--- src/rtl/core/beacon_frame_suspect_classifier_macros.svh ---
`ifndef BEACON_FRAME_SUSPECT_CLASSIFIER_MACROS_SVH
`define BEACON_FRAME_SUSPECT_CLASSIFIER_MACROS_SVH

// same-cycle implication, disabled during reset
`define BFSC_ASSERT_NOW(label, ante, cons, msg) \
    label: assert property (@(posedge clk) disable iff (!rst_n) (ante) |-> (cons)) \
        else $error(msg);

// next-cycle implication, disabled during reset
`define BFSC_ASSERT_NEXT(label, ante, cons, msg) \
    label: assert property (@(posedge clk) disable iff (!rst_n) (ante) |=> (cons)) \
        else $error(msg);

`endif

--- src/rtl/core/bfsc_pkg.sv ---
package bfsc_pkg;

    localparam int MAX_FRAME_LEN_DEF = 4095;
    localparam int VENDOR_ROWS_DEF   = 8;
    localparam int TABLE_ROWS        = 8;
    localparam int TABLE_PREFIXES    = 4;

    localparam int S_TDATA_W = 24;
    localparam int S_TUSER_W = 1;
    localparam int M_TDATA_W = 72;
    localparam int M_TUSER_W = 2;

    localparam logic [7:0]  BEACON_BYTE    = 8'h80;
    localparam logic [15:0] PRIVACY_MASK   = 16'h0010;
    localparam logic [15:0] MIN_CAPABILITY = 16'h0001;
    localparam logic [7:0]  DS_TAG_ID      = 8'h03;
    localparam logic [7:0]  DS_TAG_LEN     = 8'h01;

    localparam int ADDR_FIRST_POS = 10;
    localparam int ADDR_LAST_POS  = 15;
    localparam int CAP_LO_POS     = 34;
    localparam int CAP_HI_POS     = 35;
    localparam int SSID_LEN_POS   = 37;
    localparam int SSID_TAG_BASE  = 38;
    localparam int MIN_BEACON_LEN = 36;
    localparam int DS_TAIL_LEN    = 3;

    localparam logic [2:0] GATE_ANY  = 3'b001;
    localparam logic [2:0] GATE_OPEN = 3'b010;
    localparam logic [2:0] GATE_PROT = 3'b100;

    typedef enum logic [1:0] {
        REASON_PREFIX  = 2'd0,
        REASON_MINIMAL = 2'd1,
        REASON_DUAL    = 2'd2
    } reason_t;

    typedef struct packed {
        logic        hit;
        logic [47:0] source_address;
        reason_t     reason;
        logic [3:0]  vendor_index;
        logic        network_open;
    } alert_t;

    localparam logic [2:0] VENDOR_GATE [TABLE_ROWS] = '{
        GATE_OPEN, GATE_ANY, GATE_OPEN, GATE_OPEN,
        GATE_PROT, GATE_ANY, GATE_ANY, GATE_ANY
    };

    localparam logic [2:0] VENDOR_COUNT [TABLE_ROWS] = '{
        3'd1, 3'd1, 3'd1, 3'd1, 3'd2, 3'd4, 3'd2, 3'd1
    };

    localparam logic [23:0] VENDOR_PREFIX [TABLE_ROWS][TABLE_PREFIXES] = '{
        '{24'h00C0CA, 24'h000000, 24'h000000, 24'h000000},
        '{24'h001337, 24'h000000, 24'h000000, 24'h000000},
        '{24'h1CBFCE, 24'h000000, 24'h000000, 24'h000000},
        '{24'h0CEFAF, 24'h000000, 24'h000000, 24'h000000},
        '{24'h02C0CA, 24'h021337, 24'h000000, 24'h000000},
        '{24'h000A00, 24'h000C43, 24'h000CE7, 24'h0017A5},
        '{24'h9CEFD5, 24'h9CE5D5, 24'h000000, 24'h000000},
        '{24'hDEADBE, 24'h000000, 24'h000000, 24'h000000}
    };

    // first row whose prefix and security gate both match, rows when none
    function automatic logic [4:0] vendor_lookup(
        input logic [23:0] prefix,
        input logic        open,
        input int          rows
    );
        logic [4:0] result;
        logic       found;
        logic       row_hit;
        logic       gate_ok;
        result = 5'(rows);
        found  = 1'b0;
        for (int i = 0; i < TABLE_ROWS; i++)
        begin
            row_hit = 1'b0;
            for (int j = 0; j < TABLE_PREFIXES; j++)
            begin
                if (3'(j) < VENDOR_COUNT[i] && VENDOR_PREFIX[i][j] == prefix)
                begin
                    row_hit = 1'b1;
                end
            end
            gate_ok = (VENDOR_GATE[i] == GATE_ANY)
                   || (open && VENDOR_GATE[i] == GATE_OPEN)
                   || (!open && VENDOR_GATE[i] == GATE_PROT);
            if (!found && i < rows && row_hit && gate_ok)
            begin
                result = 5'(i);
                found  = 1'b1;
            end
        end
        return result;
    endfunction

endpackage

--- src/rtl/core/bfsc_parser.sv ---
`include "beacon_frame_suspect_classifier_macros.svh"

module bfsc_parser
    import bfsc_pkg::*;
#(
    parameter int MAX_FRAME_LEN = MAX_FRAME_LEN_DEF,
    parameter int VENDOR_ROWS   = VENDOR_ROWS_DEF
)
(
    input  logic       clk,
    input  logic       rst_n,
    input  logic       take,
    input  logic [7:0] frame_byte,
    input  logic       last_of_frame,
    input  logic       frame_is_mgmt,
    output alert_t     alert
);

    localparam int PW = $clog2(MAX_FRAME_LEN + 1);
    localparam int CW = (PW + 1 > 10) ? PW + 1 : 10;

    logic [PW-1:0] pos_reg, pos_next;
    logic          beacon_reg, beacon_next;
    logic          mgmt_reg, mgmt_next;
    logic [47:0]   addr_reg, addr_next;
    logic [15:0]   cap_reg, cap_next;
    logic [7:0]    ssid_len_reg, ssid_len_next;
    logic [7:0]    tag_reg, tag_next;
    logic [7:0]    tag_len_reg, tag_len_next;

    logic [CW-1:0] idx;
    logic [CW-1:0] frame_len;
    logic [CW-1:0] ssid_end;
    logic          known;
    logic          open;
    logic          qualifies;
    logic [4:0]    vendor;
    logic          pref_hit;
    logic          min_hit;

    assign idx       = CW'(pos_reg);
    assign frame_len = idx + CW'(1);
    assign ssid_end  = CW'(SSID_TAG_BASE) + CW'(ssid_len_reg);
    assign known     = pos_reg < PW'(MAX_FRAME_LEN);

    always_comb
    begin
        pos_next      = pos_reg;
        beacon_next   = beacon_reg;
        mgmt_next     = mgmt_reg;
        addr_next     = addr_reg;
        cap_next      = cap_reg;
        ssid_len_next = ssid_len_reg;
        tag_next      = tag_reg;
        tag_len_next  = tag_len_reg;
        if (known)
        begin
            if (idx == '0)
            begin
                beacon_next = (frame_byte == BEACON_BYTE);
                mgmt_next   = frame_is_mgmt;
            end
            if (idx >= CW'(ADDR_FIRST_POS) && idx <= CW'(ADDR_LAST_POS))
            begin
                addr_next = {addr_reg[39:0], frame_byte};
            end
            if (idx == CW'(CAP_LO_POS))
            begin
                cap_next = {cap_reg[15:8], frame_byte};
            end
            if (idx == CW'(CAP_HI_POS))
            begin
                cap_next = {frame_byte, cap_reg[7:0]};
            end
            if (idx == CW'(SSID_LEN_POS))
            begin
                ssid_len_next = frame_byte;
            end
            if (idx == ssid_end)
            begin
                tag_next = frame_byte;
            end
            if (idx == ssid_end + CW'(1))
            begin
                tag_len_next = frame_byte;
            end
            pos_next = pos_reg + PW'(1);
        end
    end

    // decision on the state as it stands after this byte
    assign open      = (cap_next & PRIVACY_MASK) == '0;
    assign qualifies = mgmt_next && beacon_next && frame_len >= CW'(MIN_BEACON_LEN);
    assign vendor    = vendor_lookup(addr_next[47:24], open, VENDOR_ROWS);
    assign pref_hit  = vendor != 5'(VENDOR_ROWS);
    assign min_hit   = known && cap_next == MIN_CAPABILITY
                    && frame_len == ssid_end + CW'(DS_TAIL_LEN)
                    && tag_next == DS_TAG_ID && tag_len_next == DS_TAG_LEN;

    always_comb
    begin
        alert.hit            = last_of_frame && qualifies && (pref_hit || min_hit);
        alert.source_address = addr_next;
        alert.vendor_index   = vendor[3:0];
        alert.network_open   = open;
        priority if (pref_hit && min_hit)
        begin
            alert.reason = REASON_DUAL;
        end
        else if (pref_hit)
        begin
            alert.reason = REASON_PREFIX;
        end
        else
        begin
            alert.reason = REASON_MINIMAL;
        end
    end

    always_ff @(posedge clk or negedge rst_n)
    begin
        if (!rst_n)
        begin
            pos_reg      <= '0;
            beacon_reg   <= 1'b0;
            mgmt_reg     <= 1'b0;
            addr_reg     <= '0;
            cap_reg      <= '0;
            ssid_len_reg <= '0;
            tag_reg      <= '0;
            tag_len_reg  <= '0;
        end
        else if (take)
        begin
            if (last_of_frame)
            begin
                pos_reg      <= '0;
                beacon_reg   <= 1'b0;
                mgmt_reg     <= 1'b0;
                addr_reg     <= '0;
                cap_reg      <= '0;
                ssid_len_reg <= '0;
                tag_reg      <= '0;
                tag_len_reg  <= '0;
            end
            else
            begin
                pos_reg      <= pos_next;
                beacon_reg   <= beacon_next;
                mgmt_reg     <= mgmt_next;
                addr_reg     <= addr_next;
                cap_reg      <= cap_next;
                ssid_len_reg <= ssid_len_next;
                tag_reg      <= tag_next;
                tag_len_reg  <= tag_len_next;
            end
        end
    end

    `BFSC_ASSERT_NEXT(a_clear_after_last, take && last_of_frame, pos_reg == '0, "position not cleared after last byte")
    `BFSC_ASSERT_NOW(a_pos_saturates, 1'b1, pos_reg <= PW'(MAX_FRAME_LEN), "position beyond saturation")
    `BFSC_ASSERT_NOW(a_beacon_mid_frame, beacon_reg || mgmt_reg, pos_reg != '0, "first-byte flags set with no byte taken")

endmodule

--- src/rtl/core/beacon_frame_suspect_classifier.sv ---
// channel  | dir | tdata (low bit up)                                  | side bits
// s_axis   | in  | frame_byte 8, rx_channel 4, rx_rssi 8, pad 4        | tlast, tuser = mgmt
// m_axis   | out | address 48, channel 4, rssi 8, vendor 4, open 1, 7 | tuser = alert_reason
//
// one byte a cycle while s_axis_tready is high, the verdict comes from the byte's own cycle with no loop
// an alert is registered in the output buffer when the last byte of its frame is taken
// a two-entry output buffer keeps s_axis_tready high while one alert waits
// rst_n clears the frame state and both output entries at once
// s_axis_tready is registered and drops only while both entries are full
`include "beacon_frame_suspect_classifier_macros.svh"

module beacon_frame_suspect_classifier
    import bfsc_pkg::*;
#(
    parameter int MAX_FRAME_LEN = MAX_FRAME_LEN_DEF,
    parameter int VENDOR_ROWS   = VENDOR_ROWS_DEF
)
(
    input  logic                 clk,
    input  logic                 rst_n,
    input  logic                 s_axis_tvalid,
    output logic                 s_axis_tready,
    input  logic [S_TDATA_W-1:0] s_axis_tdata,  // frame_byte, rx_channel, rx_rssi
    input  logic                 s_axis_tlast,
    input  logic [S_TUSER_W-1:0] s_axis_tuser,  // frame_is_mgmt
    output logic                 m_axis_tvalid,
    input  logic                 m_axis_tready,
    output logic [M_TDATA_W-1:0] m_axis_tdata,  // source_address, alert_channel, alert_rssi,
                                                // vendor_index, network_open
    output logic [M_TUSER_W-1:0] m_axis_tuser   // alert_reason
);

    logic                 take;
    alert_t               alert;
    logic [M_TDATA_W-1:0] alert_data;
    logic                 push;
    logic                 pop;

    logic                 main_valid_reg;
    logic [M_TDATA_W-1:0] main_data_reg;
    reason_t              main_reason_reg;
    logic                 skid_valid_reg;
    logic [M_TDATA_W-1:0] skid_data_reg;
    reason_t              skid_reason_reg;

    assign take = s_axis_tvalid && s_axis_tready;

    bfsc_parser #(
        .MAX_FRAME_LEN (MAX_FRAME_LEN),
        .VENDOR_ROWS   (VENDOR_ROWS)
    ) u_parser (
        .clk           (clk),
        .rst_n         (rst_n),
        .take          (take),
        .frame_byte    (s_axis_tdata[7:0]),
        .last_of_frame (s_axis_tlast),
        .frame_is_mgmt (s_axis_tuser[0]),
        .alert         (alert)
    );

    assign alert_data = {7'b0, alert.network_open, alert.vendor_index,
                         s_axis_tdata[19:12], s_axis_tdata[11:8], alert.source_address};

    assign push = take && alert.hit;
    assign pop  = main_valid_reg && m_axis_tready;

    always_ff @(posedge clk or negedge rst_n)
    begin
        if (!rst_n)
        begin
            main_valid_reg <= 1'b0;
            skid_valid_reg <= 1'b0;
        end
        else if (skid_valid_reg)
        begin
            if (pop)
            begin
                main_valid_reg <= 1'b1;
                skid_valid_reg <= 1'b0;
            end
        end
        else if (push)
        begin
            if (!main_valid_reg || pop)
            begin
                main_valid_reg <= 1'b1;
            end
            else
            begin
                skid_valid_reg <= 1'b1;
            end
        end
        else if (pop)
        begin
            main_valid_reg <= 1'b0;
        end
    end

    always_ff @(posedge clk)
    begin
        if (skid_valid_reg)
        begin
            if (pop)
            begin
                main_data_reg   <= skid_data_reg;
                main_reason_reg <= skid_reason_reg;
            end
        end
        else if (push)
        begin
            if (!main_valid_reg || pop)
            begin
                main_data_reg   <= alert_data;
                main_reason_reg <= alert.reason;
            end
            else
            begin
                skid_data_reg   <= alert_data;
                skid_reason_reg <= alert.reason;
            end
        end
    end

    assign s_axis_tready = !skid_valid_reg;
    assign m_axis_tvalid = main_valid_reg;
    assign m_axis_tdata  = main_data_reg;
    assign m_axis_tuser  = main_reason_reg;

    `BFSC_ASSERT_NOW(a_skid_behind_main, skid_valid_reg, main_valid_reg, "skid entry without main entry")
    `BFSC_ASSERT_NEXT(a_skid_holds, skid_valid_reg && !m_axis_tready, skid_valid_reg, "skid entry lost while stalled")
    `BFSC_ASSERT_NOW(a_vendor_on_prefix, main_valid_reg && main_reason_reg != REASON_MINIMAL, main_data_reg[63:60] != 4'(VENDOR_ROWS) || VENDOR_ROWS == 16, "prefix alert without a vendor row")

endmodule

--- config.mk ---
export PLATFORM = sky130hd
export DESIGN_NAME = beacon_frame_suspect_classifier
export DESIGN_NICKNAME = d
export VERILOG_FILES = /design/src/rtl/core/bfsc_pkg.sv /design/src/rtl/core/bfsc_parser.sv /design/src/rtl/core/beacon_frame_suspect_classifier.sv
export VERILOG_INCLUDE_DIRS = /design/src /design/src/rtl/core
export SDC_FILE = /design/constraint.sdc
export NUM_CORES = 1
export LEC_CHECK = 0
export BUFFER_PORTS_ARGS = -buffer_cell sky130_fd_sc_hd__buf_2
export CORE_MARGIN = 4
export CORE_UTILIZATION = 50
export CTS_CLUSTER_DIAMETER = 40
export CTS_CLUSTER_SIZE = 25
export DETAILED_ROUTE_END_ITERATION = 16
export PLACE_DENSITY = 0.71
export SYNTH_ARGS = -nofsm -noshare
export SYNTH_HDL_FRONTEND = slang
export SYNTH_SLANG_ARGS = --single-unit
--- constraint.sdc ---
create_clock -name clk -period 6.89 [get_ports clk]
set_clock_uncertainty 0.2 [all_clocks]
set_input_delay 0.3445 -clock clk [delete_from_list [all_inputs] [get_ports clk]]
set_output_delay 0.3445 -clock clk [all_outputs]
set_load 0.02 [all_outputs]
# Word-level counts from Yosys, hierarchy flattened
# Index checks and enable logic that the tools add are counted.
# Widths: inputs -> output; s select.
[classes] n_addsub=5 eq_ne=26 order_cmp=4 n_reduce_logical=48 n_mux=71 n_bitwise=2
[ops] operator="$mux 72" n=4
[ops] operator="$mux 48" n=3
[ops] operator="$mux 8" n=10
[ops] operator="$eq 12x24->1 const A" n=3
[ops] operator="$eq 24x24->1 const A" n=3
[ops] operator="$eq 13x24->1 const A" n=2
[ops] operator="$eq 18x24->1 const A" n=2
[ops] operator="$mux 16" n=3
[ops] operator="$eq 12x6->1 const B" n=3
[ops] operator="$mux 1" n=36
[ops] operator="$mux 5" n=7
[ops] operator="$eq 12x13->1" n=2
[ops] operator="$eq 16x24->1 const A" n=1
[ops] operator="$eq 20x24->1 const A" n=1
[ops] operator="$eq 21x24->1 const A" n=1
[ops] operator="$logic_and 1x1->1" n=24
[ops] operator="$mux 12" n=2
[ops] operator="$eq 16x1->1 const B" n=1
[ops] operator="$logic_not 16->1" n=1
[ops] operator="$add 12x1->13 const B" n=1
[ops] operator="$add 13x1->13 const B" n=1
[ops] operator="$add 13x2->13 const B" n=1
[ops] operator="$eq 13x13->1" n=1
[ops] operator="$ge 13x6->1 const B" n=1
[ops] operator="20 further kinds" n=42
[totals] output_inout_bits=76 ff_bits=245 wordCells=170 inputBits=30

# Logic depth before layout (Yosys ltp)
[depth] word_depth=38 ltp_mapped=13

# By module
# A second synthesis with hierarchy kept.
[hier_totals] hier_cells=1081 area_unflattened_um2=12482.0
[by_module_without_submodules] module="bfsc_parser" seq_area_each_um2=2552.4 area_each_um2=7116.8 instances=1 cells_per_inst=851
[by_module_without_submodules] module="beacon_frame_suspect_classifier" seq_area_each_um2=4073.9 area_each_um2=5365.1 instances=1 cells_per_inst=230

# Worst setup path before layout
# OpenSTA, ideal clock, no wires.
[synth_path] path_type="register -> register" startpoint="reg u_parser.ssid_len_reg[1]" endpoint="reg main_data_reg[0] (netlist: m_axis_tdata[0]) (enable)" n_path_buf=1 slack_ns=0.091 arrival_time_ns=6.067 required_ns=6.158 path_stages_with_launch=12 setup_time_ns=0.532 cell_sequence="dfrtp_1 -> buf_6 -> inv_1 -> ha_1 -> xor2_1 -> nand4_1 -> or4_4 -> a211oi_2 -> and4bb_1 -> a311o_2 -> o2111ai_2 -> a31oi_1"
[synth_between] elab_chain_len=12 elab_cells_between_ends=20 cone_classes="add/sub: 3; eq/ne: 5; mux: 4; reduce/logical: 8"
[synth_lines] item="start: declaration" line="bfsc_parser.sv:27" rtl="logic [7:0] ssid_len_reg, ssid_len_next;"
[synth_lines] item="start signal: assignment" line="bfsc_parser.sv:153" rtl="ssid_len_reg <= ssid_len_next;"
[synth_lines] item="$add 6x8->9 *" line="bfsc_parser.sv:43" rtl="assign ssid_end = CW'(SSID_TAG_BASE) + CW'(ssid_len_reg);"
[synth_lines] item="$add 13x1->13 / $eq 12x13->1 (equally long branches)" line="bfsc_parser.sv:83, bfsc_parser.sv:79"
[synth_lines] item="$eq 12x13->1 / $mux 8 (equally long branches)" line="bfsc_parser.sv:83, bfsc_parser.sv:79"
[synth_lines] item="$mux 8, on equally long branches" line="bfsc_parser.sv:83, bfsc_parser.sv:56"
[synth_lines] item="$mux 8 / $eq 8x2->1 (equally long branches)" line="bfsc_parser.sv:56, bfsc_parser.sv:98"
[synth_lines] item="$eq 8x1->1 / $logic_and 1x1->1 (equally long branches)" line="bfsc_parser.sv:98" rtl="&& tag_next == DS_TAG_ID && tag_len_next == DS_TAG_LEN;"
[synth_lines] item="$logic_and 1x1->1 *" line="bfsc_parser.sv:98"
[synth_lines] item="$logic_or 1x1->1 *" line="bfsc_parser.sv:102" rtl="alert.hit = last_of_frame && qualifies && (pref_hit || min_hit);"
[synth_lines] item="$logic_and 1x1->1 *" line="bfsc_parser.sv:102"
[synth_lines] item="$logic_and 1x1->1 *" line="beacon_frame_suspect_classifier.sv:64" rtl="assign push = take && alert.hit;"
[synth_lines] item="$reduce_bool 2->1 (no source line) *"
[synth_lines] item="$reduce_and 3->1 (no source line) *"
[synth_lines] item="end signal: assignment" line="beacon_frame_suspect_classifier.sv:105" rtl="main_data_reg <= skid_data_reg;"
[synth_lines] item="end signal: assignment" line="beacon_frame_suspect_classifier.sv:113" rtl="main_data_reg <= alert_data;"
[synth_lines] item="end: declaration" line="beacon_frame_suspect_classifier.sv:40" rtl="logic [M_TDATA_W-1:0] main_data_reg;"
# Mark *: on every way between the ends. The rest lies on a longest branch, timed or not.
# A chain may end at the register's enable or synchronous reset.

# Worst setup path in the final report
[layout_path] startpoint="reg u_parser.ssid_len_reg[1]" endpoint="reg main_data_reg[23] (netlist: m_axis_tdata[23]) (enable)"
# Same word-level chain as after synthesis.

==> impl_metrics.json <==
{
  "global_route.usage.met2": 0.325,
  "max_clock_freq_mhz": 201,
  "buffer_ports.inserted": 94,
  "worst_setup_hold_path_clk_slew_ns": 0.06,
  "number_of_global_route_vias_before_repair": 9348,
  "synth.lib_cells_used.distinct": 90,
  "chipWidth_um": 168,
  "n_antenna_cell": 0,
  "drt_iter0_drc": 832,
  "num-nets-final": 1306,
  "tritoncts": "built",
  "final_weighted_congestion_in_routability_driven_placement": 0.962,
  "global_route.usage.total": 0.220,
  "drt_pre_antenna_iters": 6,
  "maxSlewHeadroom": 0.235,
  "crit_end": "m_axis_tdata[23]",
  "path_class": "reg2reg",
  "clock_insertion_delay_at_the_later_pin_of_the_skew_report_ns": 0.57,
  "leakage_power_uw": 0.00591,
  "route.detailed.wl_per_inst_um": 19.4,
  "busiest_layer": "met1",
  "clockBufferDepth": 3,
  "worst_hold_path_type": "in2reg",
  "synth.yosys.seq_area_share": 0.517,
  "critPathLaunch": "u_parser.ssid_len_reg[1]",
  "floorplan.die.height_um": 168,
  "effective_utilization_at_floorplan": 0.509,
  "drt.antenna.violating_nets": 0,
  "synth.avg_cell_area_um2": 10.6,
  "most-common-layout-cells": "nand2_1 (213), edfxtp_1 (134), dfrtp_1 (104)",
  "crit-reg2reg-capture": "m_axis_tdata[23]",
  "finalSetupTns_ns": 0,
  "place_area_mm2": 0.0134,
  "max_cap_violations": 0,
  "routed-via-count": 9705,
  "globalRouteOverflowTotal": 0,
  "num_rows": 58,
  "synth_enable_flop_cells": 134,
  "grt_setup_unrepaired": "false",
  "totalPowerFinal_uw": 3190,
  "post_cts_setup_bufs": 0,
  "fillCellCount": 2045,
  "power-per-cell-area_mw_per_mm2": 219,
  "async_reset_ff_frac": 0.437,
  "regArea_mm2": 0.00663,
  "flow.area_growth_from_synthesis_pct": 13.8,
  "reg2reg_slack_ns": 1.91,
  "final_design_area_no_fill_mm2": 0.0146,
  "io_pins": 106,
  "tightest_slew_ns": 1.15,
  "ys_dominant_reg_cell": "edfxtp_1",
  "crit_path_max_fanout": 46,
  "yosys_warnings": 0,
  "grt_antenna_before_repair": 0,
  "estimated_wirelength_of_the_detail_placed_design_um": 20300,
  "numClockSinks": 238,
  "cts-htree-levels": 1,
  "ctsRootBufferMaster": "clkbuf_16",
  "drive_above_1_share": 0.199,
  "netlist_instances": 1213,
  "final.hold.worst_slack_ns": 0.0301,
  "ys_top_cells_by_area": "edfxtp_1 (31%), dfrtp_1 (20%), nand2_1 (6.3%)",
  "layout_worst_path_cycle_share": 0.723,
  "drc_errors": 0,
  "setup_viol": 0,
  "core-area_mm2": 0.0252,
  "synth_largest_type_area_fraction": 0.314,
  "use_met1": 0.345,
  "die-area_mm2": 0.0283,
  "postSynthRegisterBits": 238,
  "timing.final.hold_violations": 0,
  "grt_first_pass_wirelength_um": 51600,
  "vdd.ir_drop.worst_mv": 0.161,
  "largest_net_degree_at_the_start_of_global_routing": 85,
  "netlist.top_cell.by_area": "edfxtp_1",
  "worstSetupEndpointType": "flop",
  "syn_std_cell_area_mm2": 0.0128,
  "layout.cells.most_common": "nand2_1",
  "ff2ff_path_depth": 11,
  "critical_path_required_ns": 6.93,
  "run_status": "finished clean",
  "timing.critical_path.from_type": "flop",
  "worst_ep_arrival_time_ns": 5.02,
  "grt_util_met3": 0.0291,
  "period_minus_slack_ns": 4.98,
  "route.final.wire_length_um": 31400,
  "regToRegStartpoint": "u_parser.ssid_len_reg[1]",
  "total_clock_buffers_created_by_cts": 30,
  "final-max-slew-violation-count": 0,
  "multiInputGateArea_mm2": 0.00574,
  "vias_per_cell": 5.99
}
cells by family after synthesis:
| logic type | synth area share |
|---|---|
| AOI/OAI and AO/OA | 0.137 |
| xor gates and xnor gates | 0.0223 |
| DFF | 0.517 |
| muxes | 0.0745 |
| adders and majority gates | 0.00878 |
| other | 0.000293 |
| buffers and inverters | 0.0408 |
| and+or+nand+nor | 0.199 |
cell usage after synthesis, types with 8 or more instances:
cell type	count
nand2_1	214
edfxtp_1	134
dfrtp_1	104
clkbuf_1	77
mux2_2	67
o21ai_0	58
a22o_1	55
nor2_1	50
a21oi_1	30
nand3_1	27
nor3_1	27
nor4_1	24
mux2i_1	20
nand4_1	19
xnor2_1	16
a22oi_1	15
o21ai_1	15
and2_1	13
nor2b_1	13
inv_1	12
xor2_1	12
and3_1	11
buf_2	11
buf_4	10
ha_1	9
o31ai_1	9
and2b_1	8
nor4b_1	8
final cells by class:
cell class                 count  share of cell area
tap                          330              0.0283
clock inverter                25              0.0190
sequential                   238               0.454
multi-input combinational    862               0.393
timing repair buffer         121              0.0502
inverter                      14             0.00360
clock buffer                  31              0.0517
power breakdown:
group          switching (uW)  total [uW]  internal [uW]  leakage [uW]
combinational            69.5         100           30.5       0.00276
clock                     703        1590            884      0.000501
sequential               6.09        1500           1500       0.00265
worst max-delay path, stage by stage, from the launching register on:
cell and delay, ns:
dfrtp_1 0.60, inv_1 0.16, ha_1 0.40, xor2_1 0.31, nand4_1 0.16, or4_4 0.57
a211oi_2 0.52, and4bb_1 0.28, a311o_2 0.12, o2111ai_2 0.22, a31oi_4 0.75, buf_12 0.32
worst min-delay path by stage:
stage,startpoint,end,slack [ns],cells after the start
2_1_floorplan,rst_n,m_axis_tvalid,-0.15,0
3_3_place_gp,rst_n,u_parser.cap_reg[11],0.18,1
3_5_place_dp,rst_n,u_parser.cap_reg[11],0.18,1
4_1_cts,s_axis_tdata[1],u_parser.ssid_len_reg[1],0.009,2
5_1_grt,s_axis_tdata[1],u_parser.ssid_len_reg[1],0.02,2
6_report,s_axis_tdata[1],u_parser.ssid_len_reg[1],0.03,2
layer usage:
| layer | wire [um] | up-vias |
|---|---|---|
| met4 | 581 | 0 |
| met1 | 15100 | 4748 |
| met3 | 1800 | 44 |
| met5 | 0 | - |
| met2 | 14000 | 327 |
| li1 | - | 4586 |
stage by stage:
stage	utilization	setup slack (ns)	instances
after floorplan	-	0.0907	1219
after global placement	0.531	2.04	1547
after detailed placement	0.531	1.92	1547
after CTS	0.579	1.92	1621
after global routing	0.579	1.59	1621
final	0.579	1.91	1621
what timing repair did:
action,4_1_cts,5_1_grt
hold buffers,18,0
hold endpoints to repair,75,0
resized for setup,0,0
Power figures use the tool's default switching activity.
